## config.mk

```make
export PLATFORM = sky130hd
export DESIGN_NAME = cell_balance_selector
export DESIGN_NICKNAME = d
export VERILOG_FILES = /design/src/sv/cbs_pkg.sv /design/src/sv/cbs_scan.sv /design/src/sv/cell_balance_selector.sv
export SDC_FILE = /design/constraint.sdc
export NUM_CORES = 1
export LEC_CHECK = 0
export ABC_AREA = 1
export ABC_CLOCK_PERIOD_IN_PS = 5420
export BUFFER_PORTS_ARGS = -buffer_cell sky130_fd_sc_hd__buf_4
export CAP_MARGIN = 20
export CORE_MARGIN = 4
export CORE_UTILIZATION = 54
export CTS_CLUSTER_SIZE = 40
export DETAILED_ROUTE_END_ITERATION = 10
export PLACE_DENSITY = 0.83
export SKIP_LAST_GASP = 1
export SYNTH_ARGS = -nofsm -noshare
export SYNTH_HDL_FRONTEND = slang
export SYNTH_SLANG_ARGS = --single-unit
```

## constraint.sdc

```tcl
create_clock -name clk -period 5.42 [get_ports clk]
set_input_delay 1.626 -clock clk [delete_from_list [all_inputs] [get_ports clk]]
set_output_delay 1.626 -clock clk [all_outputs]
set_load 0.005 [all_outputs]
```

## src/sv/cbs_pkg.sv

```systemverilog
// Package with the types, widths and constants of the cell balance selector.
package cbs_pkg;

  // Field widths.
  localparam int unsigned MV_W     = 13;
  localparam int unsigned IDX_W    = 4;
  localparam int unsigned BYTE_W   = 5;
  localparam int unsigned MASK_W   = 3 * BYTE_W;
  localparam int unsigned CFG_IDX_W = 1;

  // Default number of cells in a scan.
  localparam int unsigned NUM_CELLS_DEFAULT = 15;

  // Configuration register indexes.
  localparam logic [CFG_IDX_W-1:0] REG_SPREAD_THRESHOLD = 1'd0;
  localparam logic [CFG_IDX_W-1:0] REG_MIN_CELL_FLOOR   = 1'd1;

  // Register reset values.
  localparam logic [MV_W-1:0] SPREAD_THRESHOLD_RESET = 13'd30;
  localparam logic [MV_W-1:0] MIN_CELL_FLOOR_RESET   = 13'd3000;

  // One cell sample.
  typedef struct packed {
    logic [MV_W-1:0] cell_mv;
    logic            last_cell;
    logic            inhibit;
  } in_item_t;

  // One end-of-scan decision.
  typedef struct packed {
    logic              write_regs;
    logic [BYTE_W-1:0] bal_low;
    logic [BYTE_W-1:0] bal_mid;
    logic [BYTE_W-1:0] bal_high;
    logic              bal_enable;
    logic [IDX_W-1:0]  max_cell_index;
    logic [MV_W-1:0]   spread_mv;
  } out_item_t;

endpackage

```

## src/sv/cbs_scan.sv

```systemverilog
// Scan tracker: running max and min over one scan and the balancing decision.
module cbs_scan #(
  parameter int unsigned NUM_CELLS = cbs_pkg::NUM_CELLS_DEFAULT
) (
  input  logic                      clk,
  input  logic                      rst,
  input  logic                      take,
  input  cbs_pkg::in_item_t         item,
  input  logic [cbs_pkg::MV_W-1:0]  spread_threshold_mv,
  input  logic [cbs_pkg::MV_W-1:0]  min_cell_floor_mv,
  output cbs_pkg::out_item_t        result
);

  localparam int unsigned POS_W = $clog2(NUM_CELLS + 1);

  logic [cbs_pkg::MV_W-1:0]   running_max;
  logic [cbs_pkg::IDX_W-1:0]  running_max_index;
  logic [cbs_pkg::MV_W-1:0]   running_min;
  logic [POS_W-1:0]           cell_position;
  logic [cbs_pkg::MASK_W-1:0] last_mask;

  logic [cbs_pkg::MV_W-1:0]   running_max_next;
  logic [cbs_pkg::IDX_W-1:0]  running_max_index_next;
  logic [cbs_pkg::MV_W-1:0]   running_min_next;
  logic [POS_W-1:0]           cell_position_next;
  logic [cbs_pkg::MASK_W-1:0] mask;
  logic [cbs_pkg::MV_W-1:0]   spread;
  logic                       take_cell;
  logic                       first_cell;
  logic                       on;
  logic                       wr;

  // Fold the new cell into the running values; cells past the count are ignored.
  always_comb begin
    take_cell              = cell_position < POS_W'(NUM_CELLS);
    first_cell             = cell_position == '0;
    running_max_next       = running_max;
    running_max_index_next = running_max_index;
    running_min_next       = running_min;
    cell_position_next     = cell_position;
    if (take_cell) begin
      cell_position_next = cell_position + 1'b1;
      if (first_cell) begin
        running_max_next       = item.cell_mv;
        running_min_next       = item.cell_mv;
        running_max_index_next = '0;
      end else begin
        if (item.cell_mv > running_max) begin
          running_max_next       = item.cell_mv;
          running_max_index_next = cbs_pkg::IDX_W'(cell_position);
        end
        if (item.cell_mv != '0 && item.cell_mv < running_min) begin
          running_min_next = item.cell_mv;
        end
      end
    end
  end

  // Decide on balancing and build the one-hot bleed mask of the highest cell.
  always_comb begin
    spread = running_max_next - running_min_next;
    on     = !item.inhibit && (spread > spread_threshold_mv)
             && (running_min_next > min_cell_floor_mv);
    mask   = on ? (cbs_pkg::MASK_W'(1) << running_max_index_next) : '0;
    wr     = on ? (mask != last_mask) : 1'b1;
    result.write_regs     = wr;
    result.bal_low        = mask[cbs_pkg::BYTE_W-1:0];
    result.bal_mid        = mask[2*cbs_pkg::BYTE_W-1:cbs_pkg::BYTE_W];
    result.bal_high       = mask[3*cbs_pkg::BYTE_W-1:2*cbs_pkg::BYTE_W];
    result.bal_enable     = on;
    result.max_cell_index = running_max_index_next;
    result.spread_mv      = spread;
  end

  // Running state; the final cell of a scan clears it and stores the mask.
  always_ff @(posedge clk) begin
    if (rst) begin
      running_max       <= '0;
      running_max_index <= '0;
      running_min       <= '0;
      cell_position     <= '0;
      last_mask         <= '0;
    end else if (take) begin
      if (item.last_cell) begin
        running_max       <= '0;
        running_max_index <= '0;
        running_min       <= '0;
        cell_position     <= '0;
        last_mask         <= mask;
      end else begin
        running_max       <= running_max_next;
        running_max_index <= running_max_index_next;
        running_min       <= running_min_next;
        cell_position     <= cell_position_next;
      end
    end
  end

endmodule

```

## src/sv/cell_balance_selector.sv

```systemverilog
// Top level of the cell balance selector: handshakes, registers and scan tracker.
//
// Cells of one scan arrive on the input channel (in_valid/in_ready/in_data),
// one cell per transfer, in cell order, with last_cell set on the final cell.
// Only the final cell produces a result on the output channel
// (out_valid/out_ready/out_data): the balancing decision, the three bleed
// bytes for the balance registers and whether they must be written.
// Throughput: one cell per cycle unless a final cell waits (see below); the
// input register feeds a single compare and update step whose outcome lands
// in the output register, from which the result is offered.
// When the receiver stalls, the result is held in the output register and
// cells that do not end a scan keep flowing; a final cell waits in the input
// register until the output register is free.
// Configuration writes (cfg_we, cfg_index, cfg_data) take effect at once and
// are expected only while no scan is in progress.
// Synchronous reset empties both registers, restarts the scan, clears the
// stored mask and loads threshold 30 mV and floor 3000 mV.
module cell_balance_selector #(
  parameter int unsigned NUM_CELLS = cbs_pkg::NUM_CELLS_DEFAULT
) (
  input  logic                          clk,
  input  logic                          rst,
  input  logic                          in_valid,
  output logic                          in_ready,
  input  cbs_pkg::in_item_t             in_data,
  output logic                          out_valid,
  input  logic                          out_ready,
  output cbs_pkg::out_item_t            out_data,
  input  logic                          cfg_we,
  input  logic [cbs_pkg::CFG_IDX_W-1:0] cfg_index,
  input  logic [cbs_pkg::MV_W-1:0]      cfg_data
);

  logic                     s1_valid;
  cbs_pkg::in_item_t        s1_item;
  logic                     s1_go;
  logic                     res_free;
  cbs_pkg::out_item_t       result;
  logic [cbs_pkg::MV_W-1:0] spread_threshold_mv;
  logic [cbs_pkg::MV_W-1:0] min_cell_floor_mv;

  // A final cell needs a free output register; other cells always move on.
  assign res_free = !out_valid || out_ready;
  assign s1_go    = s1_valid && (!s1_item.last_cell || res_free);
  assign in_ready = !s1_valid || s1_go;

  // Input register.
  always_ff @(posedge clk) begin
    if (rst) begin
      s1_valid <= 1'b0;
    end else if (in_ready) begin
      s1_valid <= in_valid;
    end
  end

  always_ff @(posedge clk) begin
    if (in_valid && in_ready) begin
      s1_item <= in_data;
    end
  end

  // Configuration registers.
  always_ff @(posedge clk) begin
    if (rst) begin
      spread_threshold_mv <= cbs_pkg::SPREAD_THRESHOLD_RESET;
      min_cell_floor_mv   <= cbs_pkg::MIN_CELL_FLOOR_RESET;
    end else if (cfg_we) begin
      case (cfg_index)
        cbs_pkg::REG_SPREAD_THRESHOLD: spread_threshold_mv <= cfg_data;
        cbs_pkg::REG_MIN_CELL_FLOOR:   min_cell_floor_mv   <= cfg_data;
        default: ;
      endcase
    end
  end

  cbs_scan #(
    .NUM_CELLS (NUM_CELLS)
  ) u_scan (
    .clk                 (clk),
    .rst                 (rst),
    .take                (s1_go),
    .item                (s1_item),
    .spread_threshold_mv (spread_threshold_mv),
    .min_cell_floor_mv   (min_cell_floor_mv),
    .result              (result)
  );

  // Output register.
  always_ff @(posedge clk) begin
    if (rst) begin
      out_valid <= 1'b0;
    end else if (s1_go && s1_item.last_cell) begin
      out_valid <= 1'b1;
    end else if (out_ready) begin
      out_valid <= 1'b0;
    end
  end

  always_ff @(posedge clk) begin
    if (s1_go && s1_item.last_cell) begin
      out_data <= result;
    end
  end

endmodule

```

==> out/qor.txt <==
Status - finished with violations
Failing checks - setup timing
Crit path max fanout - 8
Critical Path AT - 6.13 ns
Worst-Skew Late Latency - 0.43 ns
Final std cells w/o fill - 1263
Max incr delay on CP - 0.50 ns
Initial core utilization - 55.74%
Die area - 15080 µm²
Largest net degree at the start of global routing - 35
Final Hold Fails - 0
Vias in the first global route - 6399
Worst path buffer plus inverter count - 5
CTS sink count - 126
TritonCTS Buffers - 17
CP delay by family, top - simple AND/OR/NAND/NOR gates
Least-Margin Pin Slew - 0.9830 ns
EDFF count, synth - 49
Core Area - 12770 µm²
Routability cong. - 0.9413
Setup crit start kind - register
Share of the synthesized area in the top cell type - 21.65%
Avg WL per Cell - 19.76 µm
Post-Synthesis Net Count - 987
Clock skew - 0.007752 ns
Cell row count - 41
Max clock buf depth - 2
Layout cell share with drive strength beyond 1 - 32.72%
PD cells - 304.4 nW/µm²
Crit Path Category - reg2reg
Final hold slack - 0.4651 ns
Mapped Cells - 887
Worst Setup End Kind - register
Initial DRC Count - 1206
Placed cell count - 1185
Die H - 122.8 µm
# setup viols final - 26
Clk pin slew, worst setup/hold paths - 0.06 ns
Clock root buffer - clkbuf_16
Top_reg_cell synth - dfxtp_1
Die Wd - 122.8 µm
Final WL - 24.95 mm
DRT Pass-1 Iters - 6
Max-slew violation count - 0
Top post-synthesis cells by area - dfxtp_1 (22%), edfxtp_1 (21%), ha_1 (11%)
Unrepaired setup endpoints after global routing - true
Critical path's most frequent cell - nor2_1
Commonest cells post-synth - nand2_1 (196), inv_1 (157), a21oi_1 (79)
DR vias/cell - 6.036
Slowest CP cell - edfxtp_1
Synth warn - 0
Pre-CTS WS - -0.3944 ns
Final cycle utilization of the critical path - 109.9%
Most common cell in the synthesized netlist - nand2_1
Vias post-DR - 7624
Synth cell types - 43
Max transition margin - 34.39%
Post-synthesis sequential area ratio - 42.32%
Tot GR Track Use - 26.24%
Initial antenna violation count - 0
CTS Hold Bufs - 0
CTS tree - done
DRC Markers - 0
Post-route ant nets - 0
Lkg Pwr - 4.529 nW
Min-Delay Path Class - reg2reg
Fin crit period - 5.955 ns
Final net count - 1178
Port bufs - 69
Congestion Overflow GR - 0
#FFs+latches synth - 126
Fmax - 0.1679 GHz
H-Tree Depth - 4
ANT cells - 0
Area of the mapped netlist - 7119 µm²
First-pass GRT wire length - 30.85 mm
Ys async rst share - 0%
Data required time of the worst path - 5.60 ns
Max-Cap Viols - 0
Synth-to-Final Area Change - 39.40%
Post-route worst setup slack - -0.5354 ns
Avg Inst Size Synth - 8.026 µm²
Detail Placement HPWL - 13.06 mm
Peak supply drop - 0.2310 mV
Area leader, netlist - dfxtp_1
Top-Level Pins - 70
==> where the power goes <==
part	switching [mW]	total [mW]	leakage [nW]	internal, mW
clock	0.438	1.08	0.262	0.642
sequential	0.0215	1.06	1.12	1.03
combinational	0.495	0.886	3.15	0.391
==> state kept, by name, summed over array words and instances (netlist names) <==
| name | flops |
|---|---|
| out_data | 34 |
| s1_item | 15 |
| out_valid | 1 |
| u_scan.cell_position | 4 |
| u_scan.last_mask | 15 |
| s1_valid | 1 |
| u_scan.running_max_index | 4 |
| spread_threshold_mv | 13 |
| u_scan.running_max | 13 |
| min_cell_floor_mv | 13 |
| u_scan.running_min | 13 |
==> layout by cell type (no fill, tap or decap), types with 3 or more instances in the layout <==
master and n:
nand2_1 177, buf_4 176, inv_1 148, dfxtp_1 75, a21oi_1 67, ha_1 51, edfxtp_1 49, nor2_1 40
o21ai_0 34, nand3_1 22, clkbuf_16 17, buf_6 16, nand3_2 15, nand2_2 15, nand4_1 14, nand2_4 14
inv_2 13, ha_4 13, o211ai_1 11, a21oi_2 11, o22ai_1 10, o21ai_2 10, xor2_1 10, o21ai_1 8
o21ai_4 7, nor3_1 6, nor2_4 6, clkinvlp_4 5, a31oi_1 3, nor2_2 3, nand3_4 3, clkinv_2 3
==> worst reg2reg max path, delay by kind of cell, from the launching register on <==
kind / cells / cell delay [ns]
adders and majority gates: 3 / 0.92
xor gates and xnor gates: 1 / 0.20
buffers and inverters: 5 / 0.62
DFF: 1 / 0.50
and+or+nand+nor: 18 / 1.98
AOI/OAI and AO/OA: 8 / 1.48
==> final timing paths <==
kind	startpoint	endpoint	slack, ns	cells after the start
worst min register to register	u_scan.running_max[6]	u_scan.running_max[6]	0.47	2
worst max-delay path	s1_item[14]	out_data[33]	-0.54	35
worst max register to register	s1_item[14]	out_data[33]	-0.54	35
worst min-delay path	u_scan.running_max[6]	u_scan.running_max[6]	0.47	2
==> area by class of cell <==
cell class,instances,area [µm²]
multi-input combinational,573,3956
clock inverter,13,117.6
inverter,164,628.1
clock buffer,19,442.9
timing repair buffer,196,1549
fill,695,2849
tap,172,215.2
sequential,126,3015
==> logic make-up (layout without fill, tap and decap cells) <==
| kind of cell | Yosys count | after routing | synth area share [%] |
|---|---|---|---|
| buffers and inverters | 188 | 392 | 10.09 |
| AND/OR/NAND/NOR | 323 | 323 | 21.07 |
| XOR/XNOR | 12 | 12 | 1.476 |
| AO/OA/AOI/OAI | 172 | 172 | 13.34 |
| adder cells (fa/ha/maj) | 66 | 66 | 11.70 |
| flip-flops | 126 | 126 | 42.32 |
==> layer usage <==
metal	up-vias	GRT usage, %	routed length, µm
met5	-	0	0
met4	0	10.57	2152
met3	250	5.161	2729
met2	693	44.48	11600
met1	3382	32.77	8472
li1	3299	-	-
==> timing repair <==
item	4_1_cts	5_1_grt
cloned	1	2
buffers inserted	26	20
gates resized for setup	40	120
pin swaps	18	69
setup endpoints to repair	24	31
==> per-stage QoR <==
step / TNS (ns) / instance area, µm² / power, mW / utilization (%)
global placement: -0.1034 / 8358 / 1.638 / 65.43
global route: -8.802 / 9925 / 3.121 / 77.70
CTS: -0.03679 / 9270 / 2.804 / 72.57
detailed placement: -1.183 / 8358 / 1.659 / 65.43
floorplan: 0 / 7119 / 1.423 / -
finish: -2.296 / 9925 / 3.021 / 77.70
Power figures use the tool's default switching activity.
